File: src/rtl/ske_div_cell.sv
// ----------------------------------------------------------------------------
// ske_div_cell
// One step of a restoring divider; one cell per quotient bit.
// ----------------------------------------------------------------------------
module ske_div_cell #(
	parameter int NUM_W = 49,
	parameter int DEN_W = 33
) (
	input  logic             clk,
	input  logic [NUM_W-1:0] nq_i,
	input  logic [DEN_W:0]   rem_i,
	input  logic [DEN_W-1:0] den_i,
	output logic [NUM_W-1:0] nq_o,
	output logic [DEN_W:0]   rem_o,
	output logic [DEN_W-1:0] den_o
);

	logic [DEN_W:0]   cand;
	logic             ge;
	logic [NUM_W-1:0] nq_q;
	logic [DEN_W:0]   rem_q;
	logic [DEN_W-1:0] den_q;

	// Shift in the next numerator bit and subtract when it fits.
	always_comb begin
		cand = {rem_i[DEN_W-1:0], nq_i[NUM_W-1]};
		ge   = cand >= {1'b0, den_i};
	end

	always_ff @(posedge clk) begin
		nq_q  <= {nq_i[NUM_W-2:0], ge};
		rem_q <= ge ? cand - {1'b0, den_i} : cand;
		den_q <= den_i;
	end

	assign nq_o  = nq_q;
	assign rem_o = rem_q;
	assign den_o = den_q;

endmodule

File: config.mk
export PLATFORM = sky130hd
export DESIGN_NAME = ske_div_cell
export DESIGN_NICKNAME = d
export VERILOG_FILES = /design/src/rtl/ske_div_cell.sv
export SDC_FILE = /design/constraint.sdc
export NUM_CORES = 1
export LEC_CHECK = 0
export BUFFER_PORTS_ARGS = -buffer_cell sky130_fd_sc_hd__buf_2
export CAP_MARGIN = 15
export CELL_PAD_IN_SITES_DETAIL_PLACEMENT = 1
export CELL_PAD_IN_SITES_GLOBAL_PLACEMENT = 1
export CORE_MARGIN = 2
export CORE_UTILIZATION = 33
export CTS_BUF_LIST = sky130_fd_sc_hd__clkbuf_8
export CTS_CLUSTER_DIAMETER = 200
export DETAILED_ROUTE_END_ITERATION = 8
export PLACE_DENSITY = 0.79
export SLEW_MARGIN = 20
export SYNTH_ARGS = -nofsm -noshare
export SYNTH_HDL_FRONTEND = slang
export SYNTH_SLANG_ARGS = --single-unit
File: constraint.sdc
create_clock -name clk -period 5.9 [get_ports clk]
set_input_delay 0.59 -clock clk [delete_from_list [all_inputs] [get_ports clk]]
set_output_delay 0.59 -clock clk [all_outputs]
set_load 0.02 [all_outputs]
Yosys cells after proc, flatten, opt, wreduce, memory -nomap -nowiden
Index checks and enable logic that the tools add are counted. Widths: inputs -> output; s select.

Add/sub/neg operators: 1. $mul: 0. Div/mod/pow operators: 0. Magnitude comparators: 1. Equal/unequal tests: 0. Shifts and indexed selects: 0. Mux-type cells: 1. Bitwise logic cells: 0. Reductions and logical operators: 0.

Operators by type and width (count): $ge 34x33->1 (1); $mux 34 (1); $sub 34x33->34 (1).

Register bits: 116. Latch bits: 0. RAM bits: 0. ROM bits: 0. Word-level logic and storage cells: 6. Memories kept: 0.

Logic depth before layout (Yosys ltp)
Gate-level depths: netlist of the first run.

Word-level depth: 2. Depth in mapped cells: 13. Gate-level depth less buffers: 12.

Least setup slack after synthesis of the first run
OpenSTA, ideal clock, no wires.

Path kind: input to register. From: input port nq_i[48]. To: register rem_q[10] (netlist: rem_o[10]). Setup time: 0.121 ns. Arrival time: 2.782 ns. Data required time: 5.779 ns. Path slack: 2.997 ns. Stages: 12. Cells stage by stage: inv_1 ha_1 inv_1 fa_1 a211oi_1 o21ai_0 o211ai_1 nand2_2 a221oi_4 o21ai_2 buf_6 mux2_4.

Longest elaborated chain between the ends: 2. Elaborated cells on any way between the ends: 3. Those cells by class: add/sub (1); order compare (1); mux (1).

Ends and longest elaborated chain: start: declaration (RTL line 10) `input logic [NUM_W-1:0] nq_i,`; $sub 34x33->34 or $ge 34x33->1 (tied branches) (RTL line 32, 27); $mux 34 * (RTL line 32) `rem_q <= ge ? cand - {1'b0, den_i} : cand;`; end signal: assignment (RTL line 32); end: declaration (RTL line 21) `logic [DEN_W:0] rem_q;`.

Mark *: on every way between the ends. The rest lies on a longest branch, timed or not.

Final worst setup path of the first run
From: input port nq_i[48]. To: register rem_q[14] (netlist: rem_o[14]).

The elaborated chain is that of the path after synthesis.

==> impl_metrics.sql, run 1 <==
INSERT INTO impl_metrics (metric_group, metric, value, unit) VALUES
('run_status', 'run_status', 'finished, final reports clean', ''),
('grt', 'grt_pass1_wl', '21130', 'um'),
('cts', 'post_cts_buffers', '0', ''),
('synth', 'post_synth_inst_count', '475', ''),
('synth', 'syn_area', '4669', 'um^2'),
('floorplanning', 'die_height', '123.0', 'um'),
('critical_path', 'crit_path_max_fanout', '34', ''),
('final_layout', 'antenna_cells_inserted', '0', ''),
('drt', 'initialDrtViolationCount', '139', ''),
('synth', 'yosys_most_used_dff', 'dfxtp_1', ''),
('placed_design', 'post_place_cell_area', '5978', 'um^2'),
('synth', 'synth-seq-area-share', '49.73', '%'),
('timing', 'worst-slew-pin-transition', '805.9', 'ps'),
('cts', 'cts.htree.levels', '4', ''),
('placed_design', 'dpl.hpwl', '11000', 'um'),
('timing', 'timing.final.hold_violations', '0', ''),
('critical_path', 'critPathArrivalTime', '3720', 'ps'),
('synth', 'synth-edff-count', '0', ''),
('final_layout', 'net_count_final', '861', ''),
('synth', 'main_area_contributors_after_synthesis', 'dfxtp_1, ha_1, a21oi_1', ''),
('critical_path', 'category_of_the_worst_setup_path_launch_point', 'input port', ''),
('synth', 'yosysWarningCount', '0', ''),
('grt', 'grt_antenna_before_repair', '0', ''),
('timing', 'period_share', '57.50', '%'),
('worst_hold_path', 'holdCritPathClass', 'input port to register', ''),
('floorplanning', 'core_region_area', '13830', 'um^2'),
('timing', 'totalNegativeSetupSlack', '0', 'ps'),
('drt', 'wire_length_per_cell', '15.49', 'um'),
('power', 'static-leakage-power', '3.247', 'nW'),
('power', 'ir_drop', '0.0001113', 'V'),
('cts', 'cts_stage_hold_buffer_count', '0', ''),
('synth', 'ys_seq_elements', '116', ''),
('floorplanning', 'floorplan.io_pins', '233', ''),
('timing', 'final_max_slew_viol_count', '0', ''),
('cts', 'cts_tree', 'built', ''),
('final_layout', 'finish.utilization', '46.40', '%'),
('critical_path', 'crit_start', 'nq_i[48]', ''),
('cts', 'post_cts.resized_instances', '0', ''),
('critical_path', 'timing.critical_path.to_type', 'register', ''),
('final_layout', 'mostFrequentLayoutCell', 'buf_2', ''),
('placed_design', 'portbufs', '231', ''),
('timing', 'period_minus_slack', '3393', 'ps'),
('final_layout', 'finish.cell_count_without_fillers', '903', ''),
('timing', 'timing.hold.ws', '246.8', 'ps'),
('grt', 'grt_max_degree', '35', ''),
('cts', 'root_buffer', 'clkbuf_8', ''),
('timing', 'setup_violations', '0', ''),
('cts', 'total_clock_buffers_created_by_cts', '17', ''),
('worst_hold_path', 'hold_path_startpoint', 'nq_i[46]', ''),
('synth', 'async_flop_share', '0', '%'),
('placed_design', 'numPlacedInstances', '871', ''),
('drt', 'ant_nets', '0', ''),
('drt', 'drc', '0', ''),
('grt', 'grt_usage', '18.30', '%'),
('drt', 'detail_route.first_pass.iterations', '4', ''),
('timing', 'rsz0062_at_grt', 'no', ''),
('final_layout', 'layout-drive-gt1-share', '38.59', '%'),
('cts', 'clock-sinks', '116', ''),
('floorplanning', 'dieWidth', '123.0', 'um'),
('drt', 'vias', '4262', ''),
('cts', 'clkTransAtPathRegs', '70', 'ps'),
('final_layout', 'synthToLayoutAreaGrowth', '37.41', '%'),
('run', 'maxCapViolCount', '0', ''),
('drt', 'detail_route.wirelength', '13990', 'um'),
('grt', 'grt-ovfl-total', '0', ''),
('critical_path', 'critPathKind', 'input port to register', ''),
('synth', 'synthesis.nets', '626', ''),
('floorplanning', 'floorplan.die_area', '15120', 'um^2'),
('synth', 'yosysTopAreaCellShare', '49.73', '%'),
('final_layout', 'filler_cell_count', '1707', ''),
('final_layout', 'sequential_cell_area_in_the_final_layout', '2322', 'um^2'),
('synth', 'avg_inst_size_synth', '9.830', 'um^2'),
('floorplanning', 'row_count', '43', ''),
('final_layout', 'postLayoutCellArea', '6416', 'um^2'),
('drt', 'routed_via_density', '4.720', ''),
('final_layout', 'multi_input_area', '2113', 'um^2'),
('timing', 'achievable-frequency', '294.7', 'MHz'),
('final_layout', 'layout.cells.most_common_list', 'buf_2, dfxtp_1, a21oi_1', ''),
('synth', 'ys_types', '54', ''),
('grt', 'first_global_vias', '4403', ''),
('critical_path', 'crit_required', '6230', 'ps'),
('timing', 'worst_slew_margin_rel', '45.95', '%'),
('synth', 'synth.largest_area_cell', 'dfxtp_1', ''),
('power', 'total_power_per_unit_cell_area', '342.9', 'nW/um^2'),
('placed_design', 'routabilityCongestion', '0.8177', ''),
('cts', 'clk_path_buf_depth', '2', ''),
('floorplanning', 'floorplan.initialDensity', '33.77', '%');
path summary, 6_finish.rpt:
kind	to	slack, ps	cells after the start
max	rem_o[14]$_DFF_P_	2510	13
min	nq_o[47]$_DFF_P_	250	1
critical path, cell delays in order:
cell      delay (ps)
buf_2            100
inv_1             50
ha_1             150
inv_1             60
fa_1             440
a211oi_1         350
o21ai_0          170
o211ai_1         170
nand2_2          170
a221oi_4         440
o21ai_4          290
buf_4            350
mux2_4           340
stage by stage:
stage	setup slack, ps	total power [W]
3_5_place_dp	2060	0.001414
4_1_cts	2516	0.002234
3_3_place_gp	2197	0.001399
2_1_floorplan	2997	0.001232
5_1_grt	2269	0.002319
6_report	2507	0.002200
registers in the layout, summed over array words and instances, names as in the netlist:
name and cells:
rem_o 34, den_o 33, nq_o 49
cell families (layout without fill, tap and decap cells):
logic type	after synthesis	in the layout	synth area share (%)
AO/OA/AOI/OAI	134	134	18.76
XOR/XNOR	29	29	5.440
adder cells (fa/ha/maj)	34	34	9.271
buffers and inverters	57	305	5.171
flip-flops	116	116	49.73
multiplexers	8	8	2.224
AND/OR/NAND/NOR	97	97	9.406
synthesized netlist by cell type (6+ instances only):
| master | n |
|---|---|
| nand3_1 | 9 |
| a21o_1 | 14 |
| nand2_1 | 24 |
| and3_1 | 6 |
| xor2_1 | 9 |
| a21oi_1 | 58 |
| clkbuf_1 | 9 |
| inv_1 | 41 |
| dfxtp_1 | 116 |
| nor2_1 | 38 |
| ha_1 | 33 |
| xnor2_1 | 20 |
| o21ai_0 | 21 |
per-layer routing:
layer / share of wire (%) / up-vias / global-route usage (%) / wire, um
met5: 0 / - / 0 / 0
met4: 2.7 / 0 / 9.124 / 380
met3: 7.0 / 25 / 5.212 / 980
met2: 50 / 165 / 32.70 / 7008
met1: 40 / 1960 / 19.66 / 5616
li1: - / 2112 / - / -
cell type report:
cell class                 instances  area share, %
clock buffer                      17          3.647
clock inverter                    15          3.179
inverter                          41          2.399
multi-input combinational        302          32.94
sequential                       116          36.19
tap                              180          3.510
timing repair buffer             232          18.14
where the power goes:
group / internal, W / switching (W)
combinational: 0.000200 / 0.000315
clock: 0.000464 / 0.000341
sequential: 0.000862 / 0.0000175
total: 0.00153 / 0.000674
Note: power is estimated with default switching activity, not from simulation.
==> run 2: changes to the inputs <==
--- a/config.mk
+++ b/config.mk
@@ -10,11 +10,11 @@
 export CELL_PAD_IN_SITES_DETAIL_PLACEMENT = 1
 export CELL_PAD_IN_SITES_GLOBAL_PLACEMENT = 1
 export CORE_MARGIN = 2
-export CORE_UTILIZATION = 33
+export CORE_UTILIZATION = 31
 export CTS_BUF_LIST = sky130_fd_sc_hd__clkbuf_8
 export CTS_CLUSTER_DIAMETER = 200
 export DETAILED_ROUTE_END_ITERATION = 8
-export PLACE_DENSITY = 0.79
+export PLACE_DENSITY = 0.77
 export SLEW_MARGIN = 20
 export SYNTH_ARGS = -nofsm -noshare
 export SYNTH_HDL_FRONTEND = slang
==> constraint.sdc (replaced) <==
create_clock -name clk -period 2.8 [get_ports clk]
set_input_delay 0.28 -clock clk [delete_from_list [all_inputs] [get_ports clk]]
set_output_delay 0.28 -clock clk [all_outputs]
set_load 0.02 [all_outputs]
==> run 2 against run 1 <==
Against the previous run: non-clock buffer count rose by 125; largest cell class is now non-clock buffers; clock power increased by 110%; final cell count rose by 14%; global-route usage up 1.9 points; highest routed layer unchanged; utilization grew 5.7 points; largest power group unchanged; design area is 19% higher; worst hold slack lost 160 ps; combinational power grew to 2.5 times the previous value; die area grew 6.2%; clock-buffer cell count did not move; first-iteration DRC count did not move.
==> impl_metrics.sql, run 2 (synthesis results as in run 1) <==
INSERT INTO impl_metrics (metric_group, metric, value, unit) VALUES
('critical_path', 'crit_required', '3120', 'ps'),
('timing', 'timing.final.hold_violations', '0', ''),
('critical_path', 'critPathArrivalTime', '3020', 'ps'),
('final_layout', 'layout-drive-gt1-share', '38.96', '%'),
('final_layout', 'finish.cell_count_without_fillers', '1031', ''),
('placed_design', 'numPlacedInstances', '917', ''),
('drt', 'vias', '4774', ''),
('grt', 'grt_usage', '20.23', '%'),
('drt', 'detail_route.first_pass.iterations', '6', ''),
('final_layout', 'net_count_final', '986', ''),
('grt', 'first_global_vias', '5257', ''),
('power', 'ir_drop', '0.0002847', 'V'),
('final_layout', 'antenna_cells_inserted', '0', ''),
('run', 'maxCapViolCount', '0', ''),
('cts', 'clk_path_buf_depth', '2', ''),
('timing', 'timing.hold.ws', '86.07', 'ps'),
('cts', 'cts_tree', 'built', ''),
('final_layout', 'filler_cell_count', '1712', ''),
('placed_design', 'dp_worst_setup_slack', '-160.7', 'ps'),
('grt', 'grt-ovfl-total', '0', ''),
('floorplanning', 'floorplan.io_pins', '233', ''),
('power', 'total_power_per_unit_cell_area', '638.4', 'nW/um^2'),
('grt', 'grt.met1_usage', '21.31', '%'),
('cts', 'root_buffer', 'clkbuf_8', ''),
('cts', 'cts.htree.levels', '4', ''),
('final_layout', 'largest_reg_flops', '49', ''),
('power', 'static-leakage-power', '3.800', 'nW'),
('drt', 'routed_via_density', '4.630', ''),
('critical_path', 'critPathKind', 'input port to register', ''),
('floorplanning', 'floorplan.die_area', '16060', 'um^2'),
('timing', 'final_max_slew_viol_count', '0', ''),
('timing', 'period_minus_slack', '2692', 'ps'),
('placed_design', 'routabilityCongestion', '0.8103', ''),
('run_status', 'run_status', 'finished, final reports clean', ''),
('critical_path', 'category_of_the_worst_setup_path_launch_point', 'input port', ''),
('timing', 'worst-slew-pin-transition', '368.9', 'ps'),
('floorplanning', 'die_height', '126.7', 'um'),
('final_layout', 'synthToLayoutAreaGrowth', '63.45', '%'),
('floorplanning', 'floorplan.initialDensity', '31.89', '%'),
('grt', 'grt_antenna_before_repair', '0', ''),
('grt', 'gr-usage-met2', '38.73', '%'),
('worst_hold_path', 'holdCritPathClass', 'input port to register', ''),
('timing', 'worst_slew_margin_rel', '75.15', '%'),
('final_layout', 'layout.cells.most_common_list', 'buf_2, dfxtp_1, dlygate4sd3_1', ''),
('grt', 'grt_max_degree', '20', ''),
('grt', 'use_met3', '5.778', '%'),
('floorplanning', 'row_count', '44', ''),
('floorplanning', 'dieWidth', '126.7', 'um'),
('critical_path', 'crit_path_max_fanout', '19', ''),
('drt', 'drc', '0', ''),
('critical_path', 'timing.critical_path.to_type', 'register', ''),
('drt', 'detail_route.wirelength', '16450', 'um'),
('cts', 'clkTransAtPathRegs', '80', 'ps'),
('floorplanning', 'core_region_area', '14640', 'um^2'),
('placed_design', 'dpl.hpwl', '11730', 'um'),
('timing', 'setup_violations', '0', ''),
('timing', 'finalWorstSetupSlack', '108.1', 'ps'),
('placed_design', 'portbufs', '231', ''),
('grt', 'gr-max-usage-layer', 'met2', ''),
('grt', 'grt_pass1_wl', '25780', 'um'),
('cts', 'clock-sinks', '116', ''),
('timing', 'achievable-frequency', '371.5', 'MHz'),
('cts', 'total_clock_buffers_created_by_cts', '17', ''),
('timing', 'totalNegativeSetupSlack', '0', 'ps'),
('drt', 'ant_nets', '0', ''),
('timing', 'rsz0062_at_grt', 'yes', ''),
('timing', 'period_share', '96.14', '%'),
('final_layout', 'mostFrequentLayoutCell', 'buf_2', ''),
('drt', 'initialDrtViolationCount', '139', ''),
('drt', 'wire_length_per_cell', '15.96', 'um');
==> run 2: metal layers <==
layer  wire length, um  share of wire, %
met1              6498                40
met2              8727                53
met3               987               6.0
met4               237               1.4
met5                 0                 0
==> run 2: layout make-up <==
| cell class | instances | area (um^2) | share of cell area (%) |
|---|---|---|---|
| repair buffers | 357 | 2342 | 30.69 |
| clock inverters | 14 | 203.9 | 2.672 |
| clock buffers | 17 | 234.0 | 3.066 |
| inverters | 41 | 153.9 | 2.016 |
| flip-flops and latches | 116 | 2322 | 30.43 |
| well taps | 184 | 230.2 | 3.016 |
| multi-input cells | 302 | 2146 | 28.11 |
==> run 2: repair_timing <==
item | CTS | global route
buffers inserted | 0 | 2
setup endpoints to repair | 0 | 27
endpoints found under the hold margin | 81 | 0
hold buffers | 81 | 0
resized for setup | 0 | 10
==> run 2: per-stage QoR <==
stage	util, %	power (W)	cell area [um^2]
5_1_grt	52.12	0.005116	7632
3_5_place_dp	43.27	0.003084	6336
4_1_cts	51.79	0.004908	7585
6_report	52.12	0.004873	7632
2_1_floorplan	-	0.002595	4669
3_3_place_gp	43.27	0.003049	6336
==> run 2: worst paths after layout <==
kind / start / to / slack, ps / cells after the start
worst max-delay path: den_i[27] / rem_o[22]$_DFF_P_ / 110 / 13
worst min-delay path: rem_i[9] / rem_o[10]$_DFF_P_ / 90 / 2
==> run 2: power breakdown <==
group          total [W]  switching (W)  internal, W
clock network    0.00171       0.000735     0.000978
logic            0.00130       0.000717     0.000581
registers        0.00186      0.0000430      0.00182
total            0.00487        0.00150      0.00338
==> run 2: critical path, cell delays in order <==
cell and delay (ps):
dlygate4sd3_1 510, buf_2 100, inv_1 40, ha_1 310
and3_1 220, and3_1 220, and3_2 260, a2111oi_4 430
o21ai_4 140, buf_12 180, buf_12 150, nor2_1 110
a21oi_1 60
