**config.mk**
```make
export PLATFORM = sky130hd
export DESIGN_NAME = ske_sqrt_cell
export DESIGN_NICKNAME = d
export VERILOG_FILES = /design/src/rtl/ske_pkg.sv /design/src/rtl/ske_sqrt_cell.sv
export SDC_FILE = /design/constraint.sdc
export NUM_CORES = 1
export LEC_CHECK = 0
export BUFFER_PORTS_ARGS = -buffer_cell sky130_fd_sc_hd__buf_2
export CORE_MARGIN = 4
export CORE_UTILIZATION = 49
export DETAILED_ROUTE_END_ITERATION = 16
export PLACE_DENSITY_LB_ADDON = 0.15
export SYNTH_ARGS = -nofsm -noshare
export SYNTH_HDL_FRONTEND = slang
export SYNTH_SLANG_ARGS = --single-unit
```
**constraint.sdc**
```tcl
create_clock -name clk -period 7.86 [get_ports clk]
set_clock_uncertainty 0.05 [all_clocks]
set_input_delay 1.179 -clock clk [delete_from_list [all_inputs] [get_ports clk]]
set_output_delay 1.179 -clock clk [all_outputs]
set_load 0.02 [all_outputs]
```
**src/rtl/ske_pkg.sv**
```systemverilog
// ----------------------------------------------------------------------------
// ske_pkg
// Shared widths, codes and reset values for the SPH kernel evaluator.
// ----------------------------------------------------------------------------
package ske_pkg;

	// Field and datapath widths.
	localparam int DATA_W   = 32;
	localparam int COEF_W   = 48;
	localparam int OP_W     = 2;
	localparam int OPND_W   = 64;
	localparam int P_W      = 62;
	localparam int R2_W     = 64;
	localparam int ROOT_W   = 32;
	localparam int SQ_REM_W = 35;
	localparam int CFG_W    = 64;
	localparam int ADDR_W   = 6;

	// Default fixed-point formats.
	localparam int FRAC_BITS_DEF      = 16;
	localparam int COEF_FRAC_BITS_DEF = 24;

	// Kernel selection codes.
	typedef enum logic [OP_W-1:0] {
		OP_POLY6 = 2'd0,
		OP_VISC  = 2'd1,
		OP_SPIKY = 2'd2,
		OP_GRAD  = 2'd3
	} op_t;

	// Register indexes; the register at index i lies at byte address 8*i.
	typedef enum logic [2:0] {
		REG_H        = 3'd0,
		REG_H2       = 3'd1,
		REG_INV_H2   = 3'd2,
		REG_INV_2H3  = 3'd3,
		REG_POLY6    = 3'd4,
		REG_SPIKY    = 3'd5,
		REG_GRAD     = 3'd6
	} reg_idx_t;

	// Register reset values.
	localparam logic [DATA_W-1:0] RST_H       = 32'd65536;
	localparam logic [DATA_W-1:0] RST_H2      = 32'd65536;
	localparam logic [DATA_W-1:0] RST_INV_H2  = 32'd65536;
	localparam logic [DATA_W-1:0] RST_INV_2H3 = 32'd32768;
	localparam logic [COEF_W-1:0] RST_POLY6   = 48'd26284544;
	localparam logic [COEF_W-1:0] RST_SPIKY   = 48'd80105300;
	localparam logic [COEF_W-1:0] RST_GRAD    = 48'hFFFFF69993B4;

endpackage

```
**src/rtl/ske_sqrt_cell.sv**
```systemverilog
// ----------------------------------------------------------------------------
// ske_sqrt_cell
// One digit of a floor integer square root; one cell per result bit.
// ----------------------------------------------------------------------------
module ske_sqrt_cell (
	input  logic                        clk,
	input  logic [ske_pkg::R2_W-1:0]     rad_i,
	input  logic [ske_pkg::SQ_REM_W-1:0] rem_i,
	input  logic [ske_pkg::ROOT_W-1:0]   root_i,
	output logic [ske_pkg::R2_W-1:0]     rad_o,
	output logic [ske_pkg::SQ_REM_W-1:0] rem_o,
	output logic [ske_pkg::ROOT_W-1:0]   root_o
);
	import ske_pkg::*;

	logic [SQ_REM_W-1:0] cand, trial;
	logic                ge;
	logic [R2_W-1:0]     rad_q;
	logic [SQ_REM_W-1:0] rem_q;
	logic [ROOT_W-1:0]   root_q;

	// Bring in the next two radicand bits and try the next root bit.
	always_comb begin
		cand  = {rem_i[SQ_REM_W-3:0], rad_i[R2_W-1 -: 2]};
		trial = SQ_REM_W'({root_i, 2'b01});
		ge    = cand >= trial;
	end

	always_ff @(posedge clk) begin
		rad_q  <= {rad_i[R2_W-3:0], 2'b00};
		rem_q  <= ge ? cand - trial : cand;
		root_q <= {root_i[ROOT_W-2:0], ge};
	end

	assign rad_o  = rad_q;
	assign rem_o  = rem_q;
	assign root_o = root_q;

endmodule

```
# Word level (Yosys, flattened, before mapping)
# Index checks and enable logic that the tools add are counted.
# W data, S select, Z words.
# totals
register_bits	129
in_bits	132
out_inout_bits	131
# op_classes
add_sub_neg	1
n_lt_le_gt_ge	1
muxes	1
# ops
cell	n
$ge A35 B34 Y1	1
$mux W35	1
$sub A35 B34 Y35	1

# Longest topological paths before layout
# Gate-level depths: netlist of the first run.
# depth
ltp_word	2
mapped_depth	13
mapped_depth_nobuf	10

# Least setup slack after synthesis of the first run
# No wires, ideal clock.
# synth_timing
path_kind	in2reg
start	in root_i[5] (netlist bit)
end	reg rem_q[28] (netlist: rem_o[28])
setup_ps	121
arrival_ps	3218
path_slack_ps	4471
stages	10
cell_sequence	inv_1 ha_1 a211oi_1 o21bai_1 nor4_2 o21ai_2 a211oi_1 o221ai_1 xnor2_1 mux2_2
# synth_between
elab_chain_cells	2
# synth_lines
item	line_no	rtl
start, declared	ske_sqrt_cell.sv:9	input logic [ske_pkg::ROOT_W-1:0] root_i,
$sub A35 B34 Y35 / $ge A35 B34 Y1 (equally long branches)	ske_sqrt_cell.sv:31, ske_sqrt_cell.sv:26	
$mux W35 *	ske_sqrt_cell.sv:31	rem_q <= ge ? cand - trial : cand;
end signal, assigned	ske_sqrt_cell.sv:31	
end, declared	ske_sqrt_cell.sv:19	logic [SQ_REM_W-1:0] rem_q;
# Every way passes the cells marked *; elsewhere a longest branch is shown, timed or not.

# Final worst setup path of the first run
# layout_timing
start	in root_i[22] (netlist bit)
end	reg rem_q[22] (netlist: rem_o[22])
# layout_between
elab_chain_cells	2
# layout_lines
item	line_no	rtl
$ge A35 B34 Y1	ske_sqrt_cell.sv:26	ge = cand >= trial;
$mux W35	ske_sqrt_cell.sv:31	
# No other way between the ends.

==> impl_metrics.ini, run 1 <==
[drt]
drc = 0
first_iter_violations = 135
dr.pass1.iters = 4
wl_met1_um = 5360
viasPerCell = 5.00
vias = 4558
route.met3.wl_um = 1090
dr_wl_met2_um = 7650
ant_nets = 0
top_layer = met4
wl_per_cell_um = 15.8
drt_wl_total_um = 14400

[hold_path]
min_path_type = in -> reg
min_path_cells = 1

[cells_and_area]
stdcell_count = 911
final_common_cell = buf_2
syn_to_final_growth_pct = 39.4
nNetsFinal = 931
diodes = 0
fillers = 798
mostFrequentLayoutCells = buf_2, dfxtp_1, inv_1, a21oi_1, nor2_1
drive_gt1_frac = 0.402

[timing]
tns_ns = 0
finalCriticalPeriod_ns = 3.87
hold_viol = 0
fmax_mhz = 259
setup_viol = 0
rsz0062_at_grt = false
finalMaxSlewViolations = 0
finalCritPeriodShare = 0.492

[clock_network]
numClockSinks = 129
postCtsSetupBuffers = 0
cts_hold_buf = 0
cts_tree = done
clkTransAtPathRegs_ns = 0.06
htree_levels = 4
cts_resized = 0
numCtsBuffers = 17
ctsRootBufferMaster = clkbuf_8
clockBufferDepth = 2

[placement]
dpl.cell_count = 879
port_buffers = 258
place_hpwl_um = 11400
place_congestion = 0.832

[synthesis]
synthFlopType = dfxtp_1
synth_cell_types = 60
ys_seq_elements = 129
ys_seq_area_frac = 0.513
avgSynthCellArea_um2 = 10.1
async_flop_share = 0
yosysWarningCount = 0
synth_edf_count = 0
synthCells = 499
syn_area_um2 = 5030

[power_and_ir_drop]
p_int_uw = 1350
ir_worst_vdd_uv = 142
swShare = 0.299
pwr-share-comb = 0.212
p_sw_uw = 574
share_seq_of_total_power = 0.381
power_density_nw_per_um2 = 274
p_clk_frac = 0.407
leakage_uw = 0.00352

[grt]
grtUsageTotal = 0.230
grt_pass1_wl_um = 21100
overflow = 0
grt_max_degree = 43
antenna_found_initial = 0
grt_pass1_vias = 4378

[critical_path]
cp_cell_sequence = buf_2 > inv_1 > ha_1 > nand4_1 > nand2b_1 > or3_1 > a211oi_2 > o31ai_2 > o21ai_4 > buf_4 > mux2_2
cp_slowest_stage_delay_ns = 0.48
cp_data_required_time_ns = 8.22
cp_max_fo = 42
crit_family = compound AO/OA/AOI/OAI gates
crit_cells = 11
crit_arrival_ns = 4.22
start_kind = input port
crit_slowest_cell = buf_4
critPathCaptureType = flop
crit_buf_inv = 3
path_class = in -> reg

[floorplanning]
die-height_um = 109
core-area_um2 = 9910
start_util = 0.508
pin_count = 263
die_x_um = 109
rows = 36
dieArea_um2 = 12000

[flow_run]
max_cap_violations = 0

[status]
status = complete, no violations
## area by class of cell
type,count,area (um^2),area share
flip-flops and latches,129,2580,0.368
multi-input cells,312,2200,0.314
repair buffers,259,1300,0.185
clock buffers,18,428,0.0610
inverters,46,173,0.0246
clock inverters,14,168,0.0239
well taps,133,166,0.0237
## flip-flops by register name (all words and copies together), names as in the netlist
name,count
root_o,32
rem_o,35
rad_o,62
## synth_stat cells, drive strengths merged (4+ instances only)
cell type  number  area, um^2
o21ai          22         118
inv            46         173
ha             34         425
a211oi          4        35.0
xnor2          21         184
nor4            4        31.3
nor2           45         169
nor2b           4        25.0
and3            5        31.3
nand2          20        75.1
mux2           11         128
or3             4        25.0
nor3           10        50.1
nand4           9        56.3
dfxtp         129        2580
a21oi          50         265
o211ai          6        50.1
xor2           10        87.6
buf            11        80.1
a21o            8        60.1
## per-layer routing
layer  up-vias  global-route usage
li1       2261                   -
met1      2091               0.236
met2       179               0.431
met3        27              0.0711
met4         0              0.0890
met5         -                   0
## worst paths after layout
check / startpoint / end / slack (ns)
setup / recovery: root_i[22] / rem_o[22] / 3.99
hold / removal: rad_i[37] / rad_o[39] / 0.71
## logic make-up after synthesis
logic type               after synthesis  synth area share
multiplexers                          14            0.0313
flip-flops                           129             0.513
buffers and inverters                 59            0.0519
adder cells (fa/ha/maj)               34            0.0845
other                                  1          0.000745
XOR/XNOR                              31            0.0539
AO/OA/AOI/OAI                        121             0.161
AND/OR/NAND/NOR                      110             0.104
## per-stage QoR
stage / hold WS, ns / power, uW / setup slack [ns] / instance area (um^2) / utilization
floorplan: 1.16 / 1010 / 4.47 / 5040 / -
global placement: 1.23 / 1150 / 3.54 / 6420 / 0.648
detailed placement: 1.23 / 1150 / 3.48 / 6420 / 0.648
CTS: 0.686 / 1940 / 4.02 / 7020 / 0.708
global route: 0.684 / 2000 / 3.85 / 7020 / 0.708
finish: 0.708 / 1920 / 3.99 / 7020 / 0.708
## power groups by stage
stage	Clock, uW	Combinational (uW)	Sequential (uW)
final	782	408	733
after detailed placement	0	406	748
after CTS	794	410	734
after global placement	0	400	746
after floorplan	0	181	834
after global routing	822	442	739
No activity file was read; power rests on OpenSTA's default activity.
==> run 2, diff against run 1 <==
Settings changed: CORE_UTILIZATION 49 to 45.
Clock period 7.86 ns to 4.02 ns, I/O delays scaled along.
==> run 2 against run 1 <==
Against the previous run:
- sequential power rose by 96%
- power is 94% higher
- first-iteration DRC count grew 81%
- clock-buffer cell count rose by 1
- clock power increased by 92%
- via count shrank 0.77%
==> impl_metrics.ini, run 2 (synthesized netlist as in run 1, its figures left out) <==
[cells_and_area]
syn_to_final_growth_pct = 40.1
mostFrequentLayoutCells = buf_2, dfxtp_1, inv_1, a21oi_1, nor2_1
final_common_cell = buf_2
drive_gt1_frac = 0.404
nNetsFinal = 933
largest_reg_flops = 62
fin_util = 0.648

[critical_path]
cp_data_required_time_ns = 4.37
crit_slowest_cell = ha_1
cp_max_fo = 15
crit_buf_inv = 3
path_class = in -> reg
critPathCaptureType = flop
crit_arrival_ns = 3.24
cp_cell_sequence = buf_2 > inv_1 > ha_1 > nand4_1 > nand2b_1 > or3_1 > a211oi_2 > o31ai_2 > o21ai_4 > buf_4 > mux2_2
crit_start = root_i[22]
start_kind = input port
crit_family = compound AO/OA/AOI/OAI gates
cp_slowest_stage_delay_ns = 0.42

[clock_network]
numClockSinks = 129
numCtsBuffers = 17
clockBufferDepth = 2
clkTransAtPathRegs_ns = 0.06
htree_levels = 4
cts_resized = 0
postCtsSetupBuffers = 0
cts_tree = done
ctsRootBufferMaster = clkbuf_8
cts_hold_buf = 0

[placement]
place_hpwl_um = 11800
post-place-ws_ns = 0.582
place_congestion = 0.830
port_buffers = 258

[grt]
overflow = 0
antenna_found_initial = 1
grtUsageTotal = 0.217
grt_pass1_vias = 4532
grt_pass1_wl_um = 22100
grt_max_degree = 24

[timing]
hold_viol = 0
slew_headroom = 0.666
setup_viol = 0
tns_ns = 0
finalCritPeriodShare = 0.717
tightest_slew_ns = 0.497
rsz0062_at_grt = false
fmax_mhz = 347
finalCriticalPeriod_ns = 2.88
setup_ws_ns = 1.14
finalMaxSlewViolations = 0
whs_ns = 0.132

[drt]
wl_per_cell_um = 15.6
drc = 0
vias = 4523
drt_wl_total_um = 14300
dr.pass1.iters = 4
first_iter_violations = 244
ant_nets = 0
viasPerCell = 4.91

[flow_run]
max_cap_violations = 0

[floorplanning]
start_util = 0.462
die_x_um = 114
rows = 38
core-area_um2 = 10900
pin_count = 263
dieArea_um2 = 12900
die-height_um = 114

[power_and_ir_drop]
leakage_uw = 0.00352
ir_worst_vdd_uv = 365
power_density_nw_per_um2 = 529

[hold_path]
hp-start = rad_i[10]
min_path_type = in -> reg

[status]
status = complete, no violations
-- run 2: changes by cell type in the layout (fill, tap and decap cells not counted), sizes merged --
cell,delta
clkinv,+2
clkinvlp,+2
inv,-5
clkbuf,+1
buf,+2
diode,+1
-- run 2: metal layers --
metal	wire (um)	GRT usage
met3	1110	0.0610
met2	7780	0.408
met1	5180	0.226
met4	247	0.0887
met5	0	0
-- run 2: layout make-up --
| cell class | instances | area (um^2) |
|---|---|---|
| antenna | 1 | 2.50 |
| clock buffer | 19 | 442 |
| clock inverter | 13 | 151 |
| fill | 911 | 3830 |
| inverter | 46 | 173 |
| multi-input combinational | 312 | 2200 |
| sequential | 129 | 2580 |
| tap | 140 | 175 |
| timing repair buffer | 261 | 1330 |
-- run 2: worst paths after layout --
kind	endpoint	slack [ns]	depth (start not counted)
worst max-delay path	rem_o[14]	1.14	11
worst min-delay path	rad_o[12]	0.13	1
-- run 2: power by group --
part	total (uW)	switching, uW	internal [uW]
combinational	796	482	314
sequential	1440	29.1	1410
clock	1500	574	923
-- run 2: stage by stage --
step	std cells	area, um^2	total power (uW)
5_1_grt	921	7050	3900
3_5_place_dp	888	6460	2260
2_1_floorplan	500	5040	1980
3_3_place_gp	888	6460	2250
4_1_cts	920	7050	3770
6_report	921	7050	3730
==> run 3, diff against run 2 <==
Settings changed: CORE_UTILIZATION 45 to 41.
Clock period 4.02 ns to 2.62 ns, I/O delays scaled along.
==> run 3 against run 2 <==
Against the previous run:
- worst setup slack worse by 0.95 ns
- flip-flop and latch count stayed put
- via count is 6.1% higher
- final area is 9.4% higher
- hold slack worse by 0.11 ns
- power is 59% higher
- non-clock buffer count is 83 higher
- combinational power is 75% higher
- critical path depth is 1 lower
- first-iteration DRC count is 32% lower
- largest cell class unchanged
==> impl_metrics.ini, run 3 (synthesized netlist as in run 1, its figures left out) <==
[status]
status = complete, no violations

[drt]
first_iter_violations = 166
viasPerCell = 4.75
wl_per_cell_um = 15.1
drt_wl_total_um = 15300
ant_nets = 0
vias = 4798
dr.pass1.iters = 4
drc = 0

[cells_and_area]
largest_reg_flops = 62
syn_to_final_growth_pct = 53.3
drive_gt1_frac = 0.450
diodes = 0
mostFrequentLayoutCells = buf_2, dfxtp_1, buf_4
final_common_cell = buf_2
nNetsFinal = 1016

[timing]
setup_viol = 0
rsz0062_at_grt = false
whs_ns = 0.0186
setup_ws_ns = 0.184
fmax_mhz = 411
finalCritPeriodShare = 0.930
finalMaxSlewViolations = 0
hold_viol = 0
tns_ns = 0
finalCriticalPeriod_ns = 2.44

[placement]
post-place-ws_ns = -0.240
place_hpwl_um = 12300
port_buffers = 258
place_congestion = 0.853

[clock_network]
clockBufferDepth = 2
postCtsSetupBuffers = 0
numCtsBuffers = 17
cts_hold_buf = 0
htree_levels = 4
clkTransAtPathRegs_ns = 0.06
cts_tree = done
ctsRootBufferMaster = clkbuf_16
numClockSinks = 129
cts_resized = 0

[hold_path]
min_path_cells = 1
min_path_type = in -> reg

[power_and_ir_drop]
ir_worst_vdd_uv = 339
power_uw = 5920
power_density_nw_per_um2 = 767
leakage_uw = 0.00393

[critical_path]
cp_max_fo = 17
start_kind = input port
cp_data_required_time_ns = 2.88
crit_arrival_ns = 2.69
critPathCaptureType = flop
path_class = in -> reg

[floorplanning]
rows = 40
start_util = 0.419
die-height_um = 119
dieArea_um2 = 14100
pin_count = 263
die_x_um = 119
core-area_um2 = 12000

[grt]
grtUsageTotal = 0.208
antenna_found_initial = 0
grt_pass1_vias = 4774
grt_max_degree = 18
grt_pass1_wl_um = 23500
overflow = 0

[flow_run]
max_cap_violations = 0
==> run 3: cell count changes in the layout (fill, tap and decap cells not counted), moves of 2 or more <==
cell,change
buf_4,+72
inv_8,+3
dlygate4sd3_1,+10
clkbuf_8,-3
clkinv_4,-4
clkinvlp_4,-2
inv_6,+5
==> run 3: metrics by stage <==
stage               instance area, um^2  instances  utilization
floorplan                          5040        500            -
global placement                   7030        968        0.585
detailed placement                 7030        968        0.585
CTS                                7620       1000        0.634
global route                       7720       1010        0.643
finish                             7720       1010        0.643
==> run 3: layout make-up <==
cell class / count / area (um^2)
fillers: 1046 / 4290
flip-flops and latches: 129 / 2580
multi-input cells: 312 / 2200
repair buffers: 344 / 1990
clock buffers: 17 / 425
well taps: 147 / 184
inverters: 46 / 173
clock inverters: 15 / 165
==> run 3: final timing paths <==
kind                     to  startpoint
setup / recovery  rem_o[22]  root_i[14]
hold / removal    rad_o[46]   rad_i[44]
==> run 3: power by group <==
group	internal, uW	leakage (uW)	switching (uW)
registers	2160	0.00109	44.5
clock network	1350	0.000285	972
logic	607	0.00255	783
total	4120	0.00393	1800
==> run 3: critical path, cell delays in order <==
cell and delay, ns:
buf_2 0.10, inv_1 0.04, ha_1 0.41, nand4_1 0.17, or3_1 0.40, a211oi_2 0.27
o31ai_2 0.13, o21ai_4 0.22, buf_12 0.19, mux2_2 0.35
==> run 3: layer usage <==
metal,global-route usage,part of all wire,vias up
met5,0,0,-
met4,0.0702,0.016,0
met3,0.0617,0.056,20
met2,0.372,0.52,166
met1,0.236,0.41,2181
li1,-,-,2431
